===== src/rtl/core/ctzm_pkg.sv =====
// ctzm_pkg: shared widths, constants, codes and types of the CRS traveltime pipeline.
// No dependencies; every module of rtl/core refers to it by scoped names.
`timescale 1ns / 1ps

package ctzm_pkg;

  // Configuration port
  localparam int CFG_W     = 24;
  localparam int CFG_IDX_W = 2;

  typedef enum logic [CFG_IDX_W-1:0] {
    CFG_TIME_STEP   = 2'd0,
    CFG_OFFSET_STEP = 2'd1,
    CFG_VELOCITY    = 2'd2
  } cfg_reg_t;

  localparam logic [CFG_W-1:0] TIME_STEP_RST   = 24'd67109;
  localparam logic [CFG_W-1:0] OFFSET_STEP_RST = 24'd6400;
  localparam logic [CFG_W-1:0] VELOCITY_RST    = 24'd512000;

  // Field and datapath widths
  localparam int SI_W     = 12;
  localparam int OI_W     = 8;
  localparam int ANG_W    = 18;
  localparam int NIP_W    = 32;
  localparam int T0_W     = 36;  // Q.24
  localparam int H_W      = 32;  // Q.8
  localparam int HSQ_W    = 64;  // Q.16
  localparam int TSQ_W    = 72;  // Q.48
  localparam int DEN_W    = 56;  // v0 * |radius|
  localparam int NUM_W    = 125; // 2*a*h^2 scaled to Q.48 times the divisor
  localparam int QUO_W    = 73;  // quotient bits kept exactly
  localparam int RADIC_W  = 64;
  localparam int ROOT_W   = 32;
  localparam int Q30_W    = 31;
  localparam int U_W      = 32;

  // Q30 one and angle fold points (Q.16)
  localparam logic [Q30_W-1:0] ONE_Q30     = 31'h4000_0000;
  localparam logic [ANG_W-1:0] HALF_PI_Q16 = 18'd102944;
  localparam logic [ANG_W-1:0] PI_Q16      = 18'd205887;

  // Horner divisors of the cosine series and their 2^32 reciprocals
  localparam int HORNER_N = 4;
  localparam logic [6:0] HORNER_DIV [HORNER_N] = '{7'd90, 7'd56, 7'd30, 7'd12};
  localparam logic [31:0] HORNER_RECIP [HORNER_N] = '{
    32'(64'd4294967296 / 64'd90),
    32'(64'd4294967296 / 64'd56),
    32'(64'd4294967296 / 64'd30),
    32'(64'd4294967296 / 64'd12)
  };

  // Cosine-squared unit stage count: fold, square, three stages per term, three to finish
  localparam int COS_LAT = 2 + 3 * HORNER_N + 3;

  typedef enum logic [1:0] {
    ST_OK   = 2'd0,
    ST_ZERO = 2'd1,
    ST_NEG  = 2'd2,
    ST_SAT  = 2'd3
  } status_t;

  // Items that ride alongside the divider
  typedef struct packed {
    logic [TSQ_W-1:0] tsq;
    logic             neg;
    logic             zero;
  } div_side_t;

endpackage


===== src/rtl/core/ctzm_sqrt.sv =====
// ctzm_sqrt: pipelined integer square root of a 64-bit radicand, one root bit per stage.
// Depends on ctzm_pkg (widths, status_t).
`timescale 1ns / 1ps

module ctzm_sqrt (
  input  logic                         clk,
  input  logic                         rst_n,
  input  logic                         in_valid,
  input  logic [ctzm_pkg::RADIC_W-1:0] in_rad,
  input  ctzm_pkg::status_t            in_status,
  output logic                         out_valid,
  output logic [ctzm_pkg::ROOT_W-1:0]  out_root,
  output ctzm_pkg::status_t            out_status
);

  localparam int NR = ctzm_pkg::ROOT_W;
  localparam int NV = ctzm_pkg::RADIC_W;
  localparam int RW = NR + 4;

  logic                 vld_r  [0:NR];
  logic [RW-3:0]        rem_r  [0:NR];
  logic [NR-1:0]        root_r [0:NR];
  logic [NV-1:0]        val_r  [0:NR];
  ctzm_pkg::status_t    st_r   [0:NR];

  // Input capture
  always_ff @(posedge clk) begin
    if (!rst_n) begin
      vld_r[0] <= 1'b0;
    end else begin
      vld_r[0] <= in_valid;
    end
  end

  always_ff @(posedge clk) begin
    rem_r[0]  <= '0;
    root_r[0] <= '0;
    val_r[0]  <= in_rad;
    st_r[0]   <= in_status;
  end

  // Bring down two radicand bits, try (root << 2) | 1
  for (genvar j = 1; j <= NR; j++) begin : g_step
    logic [RW-1:0] cur, trial, diff;
    logic          ge;

    assign cur   = {rem_r[j-1], val_r[j-1][NV-1:NV-2]};
    assign trial = {2'b00, root_r[j-1], 2'b01};
    assign ge    = (cur >= trial);
    assign diff  = cur - trial;

    always_ff @(posedge clk) begin
      if (!rst_n) begin
        vld_r[j] <= 1'b0;
      end else begin
        vld_r[j] <= vld_r[j-1];
      end
    end

    always_ff @(posedge clk) begin
      rem_r[j]  <= ge ? diff[RW-3:0] : cur[RW-3:0];
      root_r[j] <= {root_r[j-1][NR-2:0], ge};
      val_r[j]  <= {val_r[j-1][NV-3:0], 2'b00};
      st_r[j]   <= st_r[j-1];
    end
  end

  assign out_valid  = vld_r[NR];
  assign out_root   = root_r[NR];
  assign out_status = st_r[NR];

endmodule


===== config.mk =====
export PLATFORM = sky130hd
export DESIGN_NAME = ctzm_sqrt
export DESIGN_NICKNAME = d
export VERILOG_FILES = /design/src/rtl/core/ctzm_pkg.sv /design/src/rtl/core/ctzm_sqrt.sv
export SDC_FILE = /design/constraint.sdc
export NUM_CORES = 2
export LEC_CHECK = 0
export BUFFER_PORTS_ARGS = -buffer_cell sky130_fd_sc_hd__buf_2
export CORE_MARGIN = 1.5
export CORE_UTILIZATION = 55
export DETAILED_ROUTE_END_ITERATION = 6
export PLACE_DENSITY = 0.73
export REMOVE_ABC_BUFFERS = 1
export SLEW_MARGIN = 20
export SYNTH_ARGS = -nofsm -noshare
export SYNTH_HDL_FRONTEND = slang
export SYNTH_MEMORY_MAX_BITS = 65536
export SYNTH_SLANG_ARGS = --single-unit

===== constraint.sdc =====
create_clock -name clk -period 3.58 [get_ports clk]
set_input_delay 0.716 -clock clk [delete_from_list [all_inputs] [get_ports clk]]
set_output_delay 0.716 -clock clk [all_outputs]
set_load 0.05 [all_outputs]

Yosys cells after proc, flatten, opt, wreduce, memory -nomap -nowiden
Memory sizes are Yosys's and may differ from the RTL's.
Index checks and enable logic that the tools add are counted.
{"block": "totals", "mem_bits_rw": 4389, "register_bits": 0, "elab_cells": 169, "in_bits": 69, "out_inout_bits": 35, "mem_count": 5}
{"name": "val_r", "words": 33, "word_bits": 64, "rd": 32, "rd_ports_with_merged_regs": 0, "wr": 33, "line_no": "ctzm_sqrt.sv:23", "rtl": "logic [NV-1:0] val_r [0:NR];"}
{"name": "rem_r", "words": 33, "word_bits": 34, "rd": 32, "rd_ports_with_merged_regs": 0, "wr": 33, "line_no": "ctzm_sqrt.sv:21", "rtl": "logic [RW-3:0] rem_r [0:NR];"}
{"name": "root_r", "words": 33, "word_bits": 32, "rd": 33, "rd_ports_with_merged_regs": 0, "wr": 33, "line_no": "ctzm_sqrt.sv:22", "rtl": "logic [NR-1:0] root_r [0:NR];"}
{"name": "st_r", "words": 33, "word_bits": 2, "rd": 33, "rd_ports_with_merged_regs": 0, "wr": 33, "line_no": "ctzm_sqrt.sv:24", "rtl": "ctzm_pkg::status_t st_r [0:NR];"}
{"name": "vld_r", "words": 33, "word_bits": 1, "rd": 33, "rd_ports_with_merged_regs": 0, "wr": 33, "line_no": "ctzm_sqrt.sv:20", "rtl": "logic vld_r [0:NR];"}
{"block": "op_classes", "magnitude_cmp": 32, "add_sub_neg": 32, "bitwise": 33, "muxes": 67}
{"op": "$ge 36x34->1", "count": 32}
{"op": "$mux 34", "count": 32}
{"op": "$sub 34x34->34", "count": 32}
{"op": "$mux 1", "count": 35}
{"op": "$or 1x1->1", "count": 33}

Longest topological paths before layout
An unclocked memory read counts as a cell.
{"block": "depth", "ltp_word": 3, "ltp_mapped": 15, "ltp_nobuf": 13}

Least setup slack after synthesis
OpenSTA, ideal clock, no wires.
{"block": "synth_timing", "path_kind": "register -> register", "startpoint": "memory rem_r[0][361] in the netlist's numbering", "endpoint": "memory rem_r[0][407] in the netlist's numbering", "period_less_slack_ns": 3.270, "stages_incl_launch_ff": 13, "path_buffers": 1, "setup_slack_ns": 0.310, "required_time_ns": 3.462, "setup_ns": 0.118, "arrival_ns": 3.152, "cell_sequence": "dfxtp_1 or4_4 or4_4 or3_1 or3_4 nor3_2 nand2_1 nor4_4 inv_2 and2_4 buf_6 and3_1 xor2_1"}
{"item": "from (decl)", "line_no": "ctzm_sqrt.sv:21"}

==> summary.md <==
| Metric | Value |
|---|---|
| IO Pins | 104 |
| Outcome | completed |
| Pwr/cell area | just over 700 mW/mm2 |
| Seq cells post-synth | roughly 2,700 |
| Die width | approximately 420 um |
| Final instance area | ~0.11 mm2 |
| WL final | about 190 mm |
| Clk Latency, worst-skew pair | about 0.9 ns |
| Die height | about 420 um |
| Leakage | around 52 nW |
| Clock Tree Buf Depth | 4 |
| Antenna-violating nets left | 0 |
| Commonest non-fill, non-tap cell in the layout | dfxtp_1 |
| Antenna violations before repair | 2 |
| RePlAce Congestion | ~0.95 |
| Final setup violation count | 0 |
| Clk sinks | around 2,700 |
| Number of port buffers | 103 |
| Seq/Total Area, Yosys | 0.565 |
| Fmax | between 0.2 and 0.3 GHz |
| VDD IR-drop max | between 0.5 and 0.6 mV |
| Final Cycle Share | 0.952 |
| CTS tree | yes |
| Mapped Avg Cell Area | 10.4 um2 |
| Initial Util | 0.554 |
| CTS Root Buffer Type | clkbuf_16 |
| Total track usage | 0.217 |
| Synth Warn # | 0 |
| Largest net degree at the start of global routing | 51 |
| Tmin final | 3.41 ns |
| Vias | roughly 64,000 |
| Row cnt | between 150 and 200 |
| GR Overflow Total | 0 |
| Avg Vias per Cell | 5.28 |
| Cell variety after synth | 94 |
| Hpwl dp | between 100 and 150 mm |
| Post-route setup slack | 0.171 ns |
| Instance count of the mapped netlist | approximately 9,000 |
| Actual slew at the worst max-slew pin | 0.983 ns |
| Crit-path max FO | 4 |
| Vias in the first global route | between 60,000 and 70,000 |
| Worst Path Required | 4.37 ns |
| Max-slew violation count | 0 |
| Final hold vios | 0 |
| CP Class | flip-flop to flip-flop |
| Worst hold path type | flip-flop to flip-flop |
| Residual DRC count | 0 |
| Place WS | approximately 0.086 ns |
| Total Power | between 70 and 80 mW |
| Slew margin rel. | 0.336 |
| Total of max-cap violations | 0 |
| Filler instances | between 10,000 and 15,000 |
| Ys async rst share | 0 |
| Routed length per instance | about 16 um |
| Final clock skew | approximately 0.06 ns |
| 1st-iter DRT viols | between 4,000 and 5,000 |
| Clk slew on worst S/H paths | ~0.06 ns |
| Layout area overhead | 14.9% |
| Hold_ws | just under 0.3 ns |
| First-pass iteration count of the detailed router | 6 |
| Ratio of cells with drive above 1 in the final layout | 0.0883 |
| Die Footprint | between 0.15 and 0.2 mm2 |
| CP Capture Type | flip-flop |
| RSZ-0062 raised after global routing | yes |
| Post-route setup TNS | 0 ns |
| Placed inst area | 0.0991 mm2 |
| Core ar. | around 0.17 mm2 |
| Most frequent cells in the layout | dfxtp_1, inv_1, a21oi_1 |
| Worst EP arrival | ~4.2 ns |
| Nets | about 10,000 |
| Critical Path Source Type | flip-flop |
| CTS Buf Count | 285 |
| H-Tree Depth | 5 |
| EDFF count, synth | 0 |
| Post-Synthesis Cell Area | between 0.09 and 0.1 mm2 |
| Synth Flop Type | dfxtp_1 |
| First-pass GRT wire length | approximately 310 mm |
routing by layer:
metal  vias to the layer above  routed length (um)  global-route usage  share of wire
met4                         2                6170              0.0778          0.032
met3                       419                9310              0.0335          0.048
met5                         -                  19                   0       0.000099
li1                      32100                   -                   -              -
met2                      1564               90800               0.367           0.47
met1                     29800               86400               0.280           0.45
what timing repair did:
item,4_1_cts,5_1_grt
setup buffers,0,4
hold endpoints to repair,67,0
endpoints found under the setup margin,0,80
hold buffers,67,0
resized for setup,0,29
path summary, 6_finish.rpt:
check	start	to	slack [ns]	cells past startpoint
setup / recovery	root_r[1][321]	rem_r[0][949]	0.17	12
hold / removal	val_r[0][808]	val_r[0][874]	0.29	0
setup reg to reg	root_r[1][321]	rem_r[0][949]	0.17	12
hold reg to reg	val_r[0][808]	val_r[0][874]	0.29	0
final cells by class:
class                      count  area, um2  share of cell area
timing repair buffer         312       2360              0.0216
multi-input combinational   5593      38100               0.349
clock inverter                94       1230              0.0113
clock buffer                 387       8200              0.0750
antenna                        1       2.50           0.0000229
inverter                     724       2720              0.0249
sequential                  2686      53800               0.492
tap                         2310       2890              0.0264
registers in the layout, summed over array words and instances (netlist names):
name,flops
val_r,1056
rem_r,1003
root_r,528
st_r,66
vld_r,33
power by group:
group	internal [mW]	total, mW	switching, mW
logic	5.12	11.1	6.02
registers	34.5	38.0	3.44
clock network	17.9	29.2	11.3
total	57.6	78.3	20.8
logic make-up (layout without fill, tap and decap cells):
| family | Yosys count | in the layout | synth area share |
|---|---|---|---|
| flip-flops | 2686 | 2686 | 0.565 |
| AND/OR/NAND/NOR | 2313 | 2313 | 0.121 |
| AO/OA/AOI/OAI | 1795 | 1795 | 0.117 |
| buffers and inverters | 893 | 1517 | 0.0357 |
| XOR/XNOR | 840 | 840 | 0.0774 |
| adder cells (fa/ha/maj) | 562 | 562 | 0.0739 |
| multiplexers | 82 | 82 | 0.00962 |
| other | 1 | 2 | 0.0000394 |
synthesized netlist by cell type, types with 9 or more instances:
cell       number  area, um2
nand4_1        96        601
clkbuf_1      143        537
buf_2          13       65.1
or3_1          85        532
o22ai_1         9       56.3
o21a_1        114        856
nor4b_1        17        149
o31ai_1        68        510
o21ai_0       425       2130
dfxtp_1      2686      53800
and3_1         69        432
inv_1         720       2700
a21boi_0       19        143
o41ai_1        12        105
or2_2          36        225
a2111oi_0      20        175
nand2_1       572       2150
or4_1          54        405
a21o_1        245       1840
a221o_1         9       90.1
o31a_1         11       96.3
nor3_1        231       1160
a31oi_1        45        282
nand3b_1       18        135
a211o_1        17        149
nand2b_1      106        663
o211ai_1       26        195
xnor2_1       403       3530
nor2_1        562       2110
and2_1         59        369
nor3b_1        13       97.6
a31o_2         10       87.6
xor2_1        437       3830
o21bai_1       43        323
ha_1          562       7030
nor2b_1        81        507
a211oi_1       42        315
nor4_1        130        813
nand3_1       139        696
mux2_2         75        845
and4_1          9       78.8
o2111ai_1      15        131
a21oi_1       590       2950
through the flow:
step	utilization	std cells
after floorplan	-	9003
after global placement	0.577	11600
after detailed placement	0.577	11600
after CTS	0.636	12100
after global routing	0.637	12100
final	0.637	12100
critical path, cell delays in order (launching register included):
cell,delay [ns]
dfxtp_1,0.32
inv_1,0.05
ha_1,0.23
or3_1,0.35
o22ai_1,0.35
nand2_1,0.13
a31o_2,0.26
a21oi_1,0.27
o31ai_1,0.19
a221oi_1,0.49
nor3_1,0.14
a2111oi_2,0.36
xor2_1,0.17
No activity file was read; power rests on OpenSTA's default activity.
